[config.mk]
export PLATFORM = sky130hd
export DESIGN_NAME = positional_list_store_core
export DESIGN_NICKNAME = d
export VERILOG_FILES = /design/src/plst_pkg.sv /design/src/plst_ctrl.sv /design/src/positional_list_store_core.sv
export SDC_FILE = /design/constraint.sdc
export NUM_CORES = 2
export LEC_CHECK = 0
export BUFFER_PORTS_ARGS = -buffer_cell sky130_fd_sc_hd__buf_2
export CAP_MARGIN = 5
export CORE_AREA = 2 2 531 533
export CTS_CLUSTER_DIAMETER = 80
export DETAILED_ROUTE_END_ITERATION = 16
export DIE_AREA = 0 0 533 535
export GPL_TIMING_DRIVEN = 0
export PLACE_DENSITY = 0.53
export SLEW_MARGIN = 30
export SYNTH_ARGS = -nofsm -noshare
export SYNTH_HDL_FRONTEND = slang
export SYNTH_SLANG_ARGS = --single-unit
[constraint.sdc]
create_clock -name clk_i -period 12.9 [get_ports clk_i]
set_input_delay 0.645 -clock clk_i [delete_from_list [all_inputs] [get_ports clk_i]]
set_output_delay 0.645 -clock clk_i [all_outputs]
set_load 0.02 [all_outputs]
[src/plst_pkg.sv]
`timescale 1ns / 1ps
`default_nettype none
// ----------------------------------------------------------------------------
// plst_pkg
// Shared types and fixed port widths of the positional list store.
// ----------------------------------------------------------------------------
package plst_pkg;

  localparam int unsigned PosWidth    = 6;
  localparam int unsigned InDataWidth = 32;
  localparam int unsigned CountWidth  = 7;
  localparam int unsigned StatusWidth = 2;

  typedef enum logic [1:0] {
    REQ_APPEND = 2'd0,
    REQ_INSERT = 2'd1,
    REQ_ERASE  = 2'd2,
    REQ_READ   = 2'd3
  } req_e;

  typedef enum logic [StatusWidth-1:0] {
    ST_OK    = 2'd0,
    ST_RANGE = 2'd1,
    ST_FULL  = 2'd2
  } status_e;

  typedef enum logic [1:0] {
    S_IDLE  = 2'd0,
    S_EVAL  = 2'd1,
    S_SHIFT = 2'd2,
    S_DONE  = 2'd3
  } state_e;

  typedef struct packed {
    logic    done;
    logic    read_ok;
    status_e status;
  } result_t;

endpackage
`default_nettype wire

[src/plst_ctrl.sv]
`timescale 1ns / 1ps
`default_nettype none
// ----------------------------------------------------------------------------
// plst_ctrl
// Request sequencer: checks each item, drives the entry memory one read and
// one write per cycle to shift entries, and tracks the element count.
// ----------------------------------------------------------------------------
module plst_ctrl #(
  parameter int unsigned CAPACITY   = 64,
  parameter int unsigned DATA_WIDTH = 32,
  parameter int unsigned AW         = $clog2(CAPACITY),
  parameter int unsigned CW         = $clog2(CAPACITY + 1)
) (
  input  wire                                   clk_i,
  input  wire                                   rst_ni,
  input  wire                                   start,
  output logic                                  busy,
  input  wire  [1:0]                            req_type_i,
  input  wire  [plst_pkg::PosWidth-1:0]         position_i,
  input  wire  [plst_pkg::InDataWidth-1:0]      data_in_i,
  output plst_pkg::result_t                     result_o,
  output logic [CW-1:0]                         count_o,
  output logic                                  mem_rd_en_o,
  output logic [AW-1:0]                         mem_rd_addr_o,
  output logic                                  mem_wr_en_o,
  output logic [AW-1:0]                         mem_wr_addr_o,
  output logic [DATA_WIDTH-1:0]                 mem_wr_data_o,
  input  wire  [DATA_WIDTH-1:0]                 mem_rd_data_i
);

  localparam logic [AW-1:0] OneA = AW'(1);
  localparam logic [CW-1:0] OneC = CW'(1);

  plst_pkg::state_e  state_q, state_d;
  plst_pkg::req_e    req_q, req_d;
  plst_pkg::status_e status_q, status_d;
  logic [plst_pkg::PosWidth-1:0] pos_q, pos_d;
  logic [DATA_WIDTH-1:0] data_q, data_d;
  logic [CW-1:0] count_q, count_d;
  logic [CW-1:0] rem_q, rem_d;
  logic [AW-1:0] src_q, src_d;
  logic [AW-1:0] pend_addr_q, pend_addr_d;
  logic          pend_q, pend_d;
  logic          read_ok_q, read_ok_d;

  logic [15:0] pos_ext;
  logic [15:0] cnt_ext;
  logic [63:0] din_ext;
  logic [AW-1:0] pos_a;
  logic [CW-1:0] pos_c;
  logic [CW-1:0] cnt_m1;
  logic range_err;
  logic full;

  assign pos_ext   = 16'(pos_q);
  assign cnt_ext   = 16'(count_q);
  assign din_ext   = 64'(data_in_i);
  assign pos_a     = pos_ext[AW-1:0];
  assign pos_c     = pos_ext[CW-1:0];
  assign cnt_m1    = count_q - OneC;
  assign range_err = (pos_ext >= cnt_ext);
  assign full      = (cnt_ext >= 16'(CAPACITY));

  // Next state
  always_comb begin
    state_d = state_q;
    case (state_q)
      plst_pkg::S_IDLE: begin
        if (start) begin
          state_d = plst_pkg::S_EVAL;
        end
      end
      plst_pkg::S_EVAL: begin
        if (req_q == plst_pkg::REQ_APPEND || req_q == plst_pkg::REQ_READ || range_err ||
            (req_q == plst_pkg::REQ_INSERT && full)) begin
          state_d = plst_pkg::S_DONE;
        end else begin
          state_d = plst_pkg::S_SHIFT;
        end
      end
      plst_pkg::S_SHIFT: begin
        if (rem_q == '0) begin
          state_d = plst_pkg::S_DONE;
        end
      end
      plst_pkg::S_DONE: begin
        state_d = plst_pkg::S_IDLE;
      end
      default: state_d = plst_pkg::S_IDLE;
    endcase
  end

  // Outputs and memory port
  always_comb begin
    busy             = (state_q != plst_pkg::S_IDLE);
    result_o.done    = (state_q == plst_pkg::S_DONE);
    result_o.read_ok = read_ok_q;
    result_o.status  = status_q;
    count_o          = count_q;
    mem_rd_en_o      = 1'b0;
    mem_rd_addr_o    = src_q;
    mem_wr_en_o      = 1'b0;
    mem_wr_addr_o    = pend_addr_q;
    mem_wr_data_o    = mem_rd_data_i;
    case (state_q)
      plst_pkg::S_EVAL: begin
        if (req_q == plst_pkg::REQ_APPEND) begin
          mem_wr_en_o   = !full;
          mem_wr_addr_o = count_q[AW-1:0];
          mem_wr_data_o = data_q;
        end else if (req_q == plst_pkg::REQ_READ) begin
          mem_rd_en_o   = !range_err;
          mem_rd_addr_o = pos_a;
        end
      end
      plst_pkg::S_SHIFT: begin
        mem_rd_en_o = (rem_q != '0);
        mem_wr_en_o = pend_q;
      end
      plst_pkg::S_DONE: begin
        if (req_q == plst_pkg::REQ_INSERT && status_q == plst_pkg::ST_OK) begin
          mem_wr_en_o   = 1'b1;
          mem_wr_addr_o = pos_a;
          mem_wr_data_o = data_q;
        end
      end
      default: ;
    endcase
  end

  // Datapath
  always_comb begin
    req_d       = req_q;
    pos_d       = pos_q;
    data_d      = data_q;
    status_d    = status_q;
    count_d     = count_q;
    rem_d       = rem_q;
    src_d       = src_q;
    pend_d      = pend_q;
    pend_addr_d = pend_addr_q;
    read_ok_d   = read_ok_q;
    case (state_q)
      plst_pkg::S_IDLE: begin
        if (start) begin
          req_d  = plst_pkg::req_e'(req_type_i);
          pos_d  = position_i;
          data_d = din_ext[DATA_WIDTH-1:0];
        end
      end
      plst_pkg::S_EVAL: begin
        status_d  = plst_pkg::ST_OK;
        read_ok_d = 1'b0;
        pend_d    = 1'b0;
        case (req_q)
          plst_pkg::REQ_APPEND: begin
            if (full) begin
              status_d = plst_pkg::ST_FULL;
            end else begin
              count_d = count_q + OneC;
            end
          end
          plst_pkg::REQ_INSERT: begin
            if (range_err) begin
              status_d = plst_pkg::ST_RANGE;
            end else if (full) begin
              status_d = plst_pkg::ST_FULL;
            end else begin
              src_d = cnt_m1[AW-1:0];
              rem_d = count_q - pos_c;
            end
          end
          plst_pkg::REQ_ERASE: begin
            if (range_err) begin
              status_d = plst_pkg::ST_RANGE;
            end else begin
              src_d = pos_a + OneA;
              rem_d = cnt_m1 - pos_c;
            end
          end
          plst_pkg::REQ_READ: begin
            if (range_err) begin
              status_d = plst_pkg::ST_RANGE;
            end else begin
              read_ok_d = 1'b1;
            end
          end
          default: ;
        endcase
      end
      plst_pkg::S_SHIFT: begin
        if (rem_q != '0) begin
          rem_d  = rem_q - OneC;
          pend_d = 1'b1;
          if (req_q == plst_pkg::REQ_INSERT) begin
            src_d       = src_q - OneA;
            pend_addr_d = src_q + OneA;
          end else begin
            src_d       = src_q + OneA;
            pend_addr_d = src_q - OneA;
          end
        end else begin
          pend_d = 1'b0;
          if (req_q == plst_pkg::REQ_INSERT) begin
            count_d = count_q + OneC;
          end else begin
            count_d = cnt_m1;
          end
        end
      end
      default: ;
    endcase
  end

  always_ff @(posedge clk_i or negedge rst_ni) begin
    if (!rst_ni) begin
      state_q   <= plst_pkg::S_IDLE;
      count_q   <= '0;
      pend_q    <= 1'b0;
      read_ok_q <= 1'b0;
      status_q  <= plst_pkg::ST_OK;
    end else begin
      state_q   <= state_d;
      count_q   <= count_d;
      pend_q    <= pend_d;
      read_ok_q <= read_ok_d;
      status_q  <= status_d;
    end
  end

  always_ff @(posedge clk_i) begin
    req_q       <= req_d;
    pos_q       <= pos_d;
    data_q      <= data_d;
    rem_q       <= rem_d;
    src_q       <= src_d;
    pend_addr_q <= pend_addr_d;
  end

endmodule
`default_nettype wire

[src/positional_list_store_core.sv]
`timescale 1ns / 1ps
`default_nettype none
// ----------------------------------------------------------------------------
// positional_list_store_core
// Bounded ordered list of data words with append, insert, erase and read.
//
// Raise start with req_type_i, position_i and data_in_i; the item is taken
// at an edge where start is high and busy is low. Exactly one result per
// item appears on read_data_o, count_after_o and status_o for one cycle,
// marked by done_o; it cannot be held off.
// Entries live in one synchronous RAM (one read and one write port,
// registered read data). Insert and erase move entries one per cycle
// through that RAM, reading one entry ahead of the write. Busy drops in
// the cycle after the result strobe.
// Reset clears the count and the sequencer; the RAM is not cleared, since
// only entries below the count are ever read.
// ----------------------------------------------------------------------------
module positional_list_store_core #(
  parameter int unsigned CAPACITY   = 64,
  parameter int unsigned DATA_WIDTH = 32
) (
  input  wire                                     clk_i,
  input  wire                                     rst_ni,
  input  wire                                     start,
  output logic                                    busy,
  input  wire  [1:0]                              req_type_i,
  input  wire  [plst_pkg::PosWidth-1:0]           position_i,
  input  wire  [plst_pkg::InDataWidth-1:0]        data_in_i,
  output logic                                    done_o,
  output logic [plst_pkg::InDataWidth-1:0]        read_data_o,
  output logic [plst_pkg::CountWidth-1:0]         count_after_o,
  output logic [plst_pkg::StatusWidth-1:0]        status_o
);

  localparam int unsigned AW = $clog2(CAPACITY);
  localparam int unsigned CW = $clog2(CAPACITY + 1);

  logic [DATA_WIDTH-1:0] mem_q [CAPACITY];
  logic [DATA_WIDTH-1:0] rd_data_q;

  plst_pkg::result_t     result;
  logic [CW-1:0]         count;
  logic                  rd_en;
  logic [AW-1:0]         rd_addr;
  logic                  wr_en;
  logic [AW-1:0]         wr_addr;
  logic [DATA_WIDTH-1:0] wr_data;
  logic [63:0]           rd_ext;
  logic [15:0]           cnt_ext;

  plst_ctrl #(
    .CAPACITY   (CAPACITY),
    .DATA_WIDTH (DATA_WIDTH),
    .AW         (AW),
    .CW         (CW)
  ) u_ctrl (
    .clk_i         (clk_i),
    .rst_ni        (rst_ni),
    .start         (start),
    .busy          (busy),
    .req_type_i    (req_type_i),
    .position_i    (position_i),
    .data_in_i     (data_in_i),
    .result_o      (result),
    .count_o       (count),
    .mem_rd_en_o   (rd_en),
    .mem_rd_addr_o (rd_addr),
    .mem_wr_en_o   (wr_en),
    .mem_wr_addr_o (wr_addr),
    .mem_wr_data_o (wr_data),
    .mem_rd_data_i (rd_data_q)
  );

  always_ff @(posedge clk_i) begin
    if (wr_en) begin
      mem_q[wr_addr] <= wr_data;
    end
    if (rd_en) begin
      rd_data_q <= mem_q[rd_addr];
    end
  end

  assign rd_ext        = 64'(rd_data_q);
  assign cnt_ext       = 16'(count);
  assign done_o        = result.done;
  assign read_data_o   = result.read_ok ? rd_ext[plst_pkg::InDataWidth-1:0] : '0;
  assign count_after_o = cnt_ext[plst_pkg::CountWidth-1:0];
  assign status_o      = result.status;

endmodule
`default_nettype wire
# Word level (Yosys, flattened, before mapping)
# Memory sizes are Yosys's and may differ from the RTL's. A register that Yosys moved wholly into a read port is not among the register bits.
# Cells that the tools add are included.
[totals]
ramBits = 2048
inputBits = 43
word_cells = 107
memories = 1
register_bits = 72
[op_classes]
muxes = 49
n_addsub = 8
reduce_logical = 20
eq_ne = 16
order_cmp = 2
[memory_table]
columns = ["name", "depth", "word_bits", "read_ports", "rd_clocked_by_memory_dff", "wr", "line", "source"]
rows = [
  ["mem_q", 64, 32, 1, 1, 1, "positional_list_store_core.sv:38", "logic [DATA_WIDTH-1:0] mem_q [CAPACITY];"],
]
[ops]
columns = ["op", "n"]
rows = [
  ["$mux 32", 3],
  ["$mux 6", 11],
  ["$pmux 32 s2", 1],
  ["$mux 7", 8],
  ["$pmux 7 s2", 3],
  ["$pmux 6 s2", 3],
  ["$sub 7x1->7 const B", 2],
  ["$sub 7x6->7", 2],
  ["$add 6x1->6 const B", 2],
  ["$mux 1", 11],
  ["$ne 3x3->1 const B", 3],
  ["$eq 2x2->1 const B", 4],
  ["$mux 2", 4],
  ["$pmux 2 s4", 1],
  ["$add 7x1->7 const B", 1],
  ["$ge 6x7->1", 1],
  ["$ge 7x7->1 const B", 1],
  ["$logic_not 7->1", 1],
  ["$reduce_bool 7->1", 1],
  ["$logic_not 2->1", 3],
  ["$ne 2x1->1 const B", 3],
  ["$ne 2x2->1 const B", 3],
  ["$pmux 2 s3", 1],
  ["$reduce_and 2->1", 3],
  ["other kinds (12)", 19],
]

# Longest topological paths before layout
[depth]
ltp_word = 6
ltp_mapped = 14
ltp_nobuf = 11

# Cells and area by module
# Synthesis repeated with hierarchy kept, for this count alone.
[hier_totals]
hier_cells = 3818
area_unflattened_um2 = 83446.3
[by_module_without_submodules]
columns = ["module", "instances", "area_each_um2", "seq_area_each_um2", "cells_each"]
rows = [
  ["positional_list_store_core", 1, 78972.0, 62459.9, 3407],
  ["plst_ctrl", 1, 4474.3, 2097.0, 411],
]

# Least setup slack after synthesis
# No wires, ideal clock.
[synth_path]
path_kind = "flip-flop to flip-flop"
start = "register u_ctrl.count_q[0], in the netlist u_ctrl.count_o[0]"
end = "register rd_data_q[0] (read register of mem_q), enable pin"
period_less_slack_ns = 4.450
t_arrival_ns = 3.984
stages_incl_launch_ff = 10
slack_ns = 8.450
required_time_ns = 12.434
cell_sequence = "dfrtp_1 > inv_1 > ha_1 > nor2b_1 > o21ai_0 > a21boi_0 > o21ai_0 > nand2b_1 > a211oi_1 > o21ai_0"
[synth_via]
elab_chain_len = 5
[synth_lines]
columns = ["item", "line", "source"]
rows = [
  ["start, declared", "plst_ctrl.sv:39", "logic [CW-1:0] count_q, count_d;"],
  ["start signal, assigned", "plst_ctrl.sv:224", "count_q <= count_d;"],
  ["$ge 6x7->1", "plst_ctrl.sv:61", "assign range_err = (pos_ext >= cnt_ext);"],
  ["$logic_not 1->1", "plst_ctrl.sv:112", "mem_rd_en_o = !range_err;"],
  ["$mux 1", "plst_ctrl.sv:111", "end else if (req_q == plst_pkg::REQ_READ) begin"],
  ["$mux 1", "plst_ctrl.sv:107", "if (req_q == plst_pkg::REQ_APPEND) begin"],
  ["$pmux 1 s2", "plst_ctrl.sv:105", "case (state_q)"],
  ["named net rd_en", "positional_list_store_core.sv:43", "logic rd_en;"],
  ["end, declared", "positional_list_store_core.sv:39", "logic [DATA_WIDTH-1:0] rd_data_q;"],
]
# The timed path passes the listed nets, and every way through them passes these cells.
# A chain may end at the register's enable or synchronous reset.

# Final worst setup path
[layout_path]
start = "register u_ctrl.req_q[0]"
end = "register rd_data_q[24] (read register of mem_q), data pin"
[layout_via]
elab_chain_len = 4
word_cells_on_any_way = 8
classes_between = "eq/ne (1); mux (6); reduce/logical (1)"
[layout_lines]
columns = ["item", "line", "source"]
rows = [
  ["start, declared", "plst_ctrl.sv:35", "plst_pkg::req_e req_q, req_d;"],
  ["start signal, assigned", "plst_ctrl.sv:232", "req_q <= req_d;"],
  ["$eq 2x2->1", "plst_ctrl.sv:111", ""],
  ["$mux 1 or $mux 6 (tied branches)", "plst_ctrl.sv:111", ""],
  ["$mux 1 or $mux 6 (tied branches)", "plst_ctrl.sv:107", ""],
  ["$pmux 1 s2 or $mux 6 (tied branches)", "plst_ctrl.sv:105", ""],
]
# Parallel ways exist; a longest one is shown, timed or not.

==> reports/results.tsv <==
stage	metric	value	unit
floorplan	die_h	535	µm
final_layout	nFillCells	25600	
setup_path	r2r-end	rd_data_q[24]	
setup_path	crit_path_top_delay_cell	o41ai_1	
placed_design	gp_congestion	0.881	
placed_design	dp_hpwl	204000	µm
run_status	status	finished, final reports clean	
clock_tree	cts_buffer_depth	3	
route	num_vias	48000	
run	drv_cap	0	
clock_tree	postCtsHoldBufs	40	
setup_path	critPathCapture	rd_data_q[24]	
setup_path	ff2ff_setup_slack	7.37	ns
logic_synthesis	yosysMostFrequentCell	edfxtp_1	
route	routed_via_density	5.30	
floorplan	num_rows	194	
sta	finalSetupTns	0	ns
setup_path	worstSetupEndpointType	flop	
logic_synthesis	synthesis.area	83500	µm²
floorplan	core	279000	µm²
sta	finalSetupViolCount	0	
route	totalWireLength	292000	µm
logic_synthesis	ys_seq_area_frac	0.773	
grt	track_usage	0.199	
pwr	ir_worst_vdd	0.145	mV
clock_tree	clk-insertion-delay-late	0.87	ns
logic_synthesis	syn_area_per_cell	18.2	µm²
sta	hold_viol	0	
clock_tree	htreeDepth	4	
floorplan	io_pins	86	
pwr	powerDensity	243	nW/µm²
sta	tightestPinTransition	1.12	ns
placed_design	io_buffers	85	
sta	setup_slack	7.37	ns
sta	rsz0062_at_grt	no	
floorplan	fp.dieW	533	µm
setup_path	crit_chain	inv_1, ha_1, nand3b_1, clkbuf_1, nand3b_1, o31ai_1, nand2_1, buf_2, clkbuf_1, o22ai_1, o41ai_1, nand4_1	
clock_tree	clk_pin_slew_worst_paths	0.06	ns
setup_path	startpoint	u_ctrl.req_q[0]	
setup_path	slowest_delay	0.86	ns
clock_tree	postCtsSetupBuffers	0	
sta	hold_slack	0.169	ns
route	drtAntennaViolNets	0	
sta	finalCritPeriodShare	0.429	
logic_synthesis	async_flop_share	0.00604	
sta	period_needed	5.53	ns
logic_synthesis	ys_warn_count	0	
setup_path	path_delay_family	buffers and inverters	
final_layout	drive_gt1_frac	0.179	
min_path	hp-start	data_in_i[27]	
floorplan	dieArea	285000	µm²
placed_design	pre_cts_ws	7.64	ns
logic_synthesis	ys_ff_latch	2152	
setup_path	crit_path_max_fanout	13	
setup_path	cp.required	13.32	ns
final_layout	syn_to_final_growth	22.2	%
grt	grt_pass1_wl	393000	µm
grt	grt_max_degree	65	
sta	drv_slew	0	
min_path	hp-class	in2reg	
final_layout	regArea	64600	µm²
logic_synthesis	ys.flop_type	edfxtp_1	
logic_synthesis	syn_inst	4584	
clock_tree	cts_sinks	2152	
setup_path	crit_type	reg2reg	
floorplan	start_util	0.299	
logic_synthesis	synth_top_area_frac	0.769	
setup_path	cp.depth	12	
final_layout	multiInputGateArea	18800	µm²
grt	globalRouteOverflowTotal	0	
final_layout	nets	5218	
sta	relSlewSlack	0.247	
logic_synthesis	synth_edf_count	2139	
setup_path	arrival	5.95	ns
setup_path	reg2reg_depth	12	
sta	clock_skew	0.0375	ns
route	routedWlPerCell	32.2	µm
pwr	p_leak	35.0	nW
route	initialDrtViolationCount	6572	
clock_tree	cts_tree	done	
clock_tree	numCtsBuffers	207	
logic_synthesis	syn_nets	4657	
route	drt_pass1_iterations	9	
route	drc_errors	0	
logic_synthesis	yosys.area.top_type	edfxtp_1	
logic_synthesis	synthDistinctLibCells	54	
grt	grt_pass1_vias	46300	
pwr	fin_total_pwr	24.8	mW
clock_tree	post_cts_resized	0	
setup_path	worst-path-buf-inv	4	
sta	fmax	0.181	GHz
logic_synthesis	yosys-top-cells-count	edfxtp_1, mux2i_1, o22ai_1, o41ai_1, clkbuf_1	
setup_path	crit-reg2reg-launch	u_ctrl.req_q[0]	
setup_path	start_kind	flop	
logic_synthesis	yosys-top-cells-area	edfxtp_1, mux2i_1, o22ai_1	
clock_tree	cts-root-buf	clkbuf_16	
grt	antenna_found_initial	15	
## power by group
group	internal [mW]	total (mW)	switching (mW)
combinational	2.67	9.25	6.58
sequential	9.31	9.47	0.156
clock	3.43	6.10	2.67
total	15.4	24.8	9.41
## sequential cells by signal, indices dropped and copies added, names as in the netlist
register,count
u_ctrl.rem_q,7
rd_data_q,32
u_ctrl.data_q,32
u_ctrl.pend_q,1
u_ctrl.src_q,6
u_ctrl.count_o,7
u_ctrl.state_q,2
u_ctrl.pos_a,6
u_ctrl.status_q,2
u_ctrl.pend_addr_q,6
mem_q,2048
u_ctrl.req_q,2
u_ctrl.read_ok_q,1
## area by class of cell
type / instances / share of cell area
tap: 3724 / 0.0457
clock inverter: 140 / 0.0125
multi-input combinational: 2133 / 0.185
timing repair buffer: 352 / 0.0567
clock buffer: 250 / 0.0534
sequential: 2152 / 0.633
antenna: 8 / 0.000196
buffer: 271 / 0.0132
inverter: 28 / 0.00103
## layout by cell type, fill, tap and decap left out, drive strengths merged, types with 5 or more instances in the layout
| cell | Yosys | final |
|---|---|---|
| mux2i | 1032 | 1032 |
| diode | 0 | 8 |
| nor3 | 6 | 6 |
| bufinv | 0 | 21 |
| clkinvlp | 0 | 6 |
| xor2 | 8 | 8 |
| a21oi | 24 | 24 |
| nor2b | 9 | 9 |
| nand3 | 15 | 15 |
| o21ai | 21 | 21 |
| buf | 143 | 454 |
| and2 | 36 | 36 |
| clkinv | 0 | 104 |
| a211oi | 6 | 6 |
| xnor2 | 25 | 25 |
| nor2 | 86 | 86 |
| clkbuf | 128 | 379 |
| nand3b | 8 | 8 |
| o22ai | 515 | 515 |
| a21o | 6 | 6 |
| ha | 28 | 28 |
| inv | 28 | 37 |
| nand4 | 34 | 34 |
| a22o | 32 | 32 |
| edfxtp | 2139 | 2139 |
| nand2 | 58 | 58 |
| o41ai | 128 | 128 |
| o31ai | 8 | 8 |
| dfrtp | 13 | 13 |
| dlygate4sd3 | 0 | 40 |
| a222oi | 5 | 5 |
## cell families after synthesis
family,count (synthesis),synth area share
fa+ha+maj,30,0.00467
flops,2152,0.773
simple gates,274,0.0162
buf+inv,299,0.0166
xor+xnor,33,0.00346
compound gates,762,0.0621
mux,1034,0.124
## stage by stage
step                 util  instance area, µm²  instances
global route        0.366              102000       9052
CTS                 0.366              102000       9047
global placement    0.318               88600       8393
detailed placement  0.340               94900       8617
floorplan               -               83500       4584
finish              0.366              102000       9058
## per-layer routing
metal	GRT usage	routed length (µm)	vias up	part of all wire
li1	-	-	19900	-
met1	0.257	115000	25100	0.39
met2	0.324	137000	2480	0.47
met3	0.0357	24500	493	0.084
met4	0.0945	15500	0	0.053
met5	0	0	-	0
## how the worst min path moves through the flow
stage | slack, ns | endpoint | depth (start not counted)
global route | 0.14 | u_ctrl.data_q[27] | 1
floorplan | 0.35 | u_ctrl.count_o[0] | 0
finish | 0.17 | u_ctrl.data_q[27] | 1
CTS | 0.12 | u_ctrl.data_q[27] | 1
global placement | 0.54 | u_ctrl.pend_q | 2
detailed placement | 0.53 | u_ctrl.pend_q | 2
(Power assumes the default switching activity.)
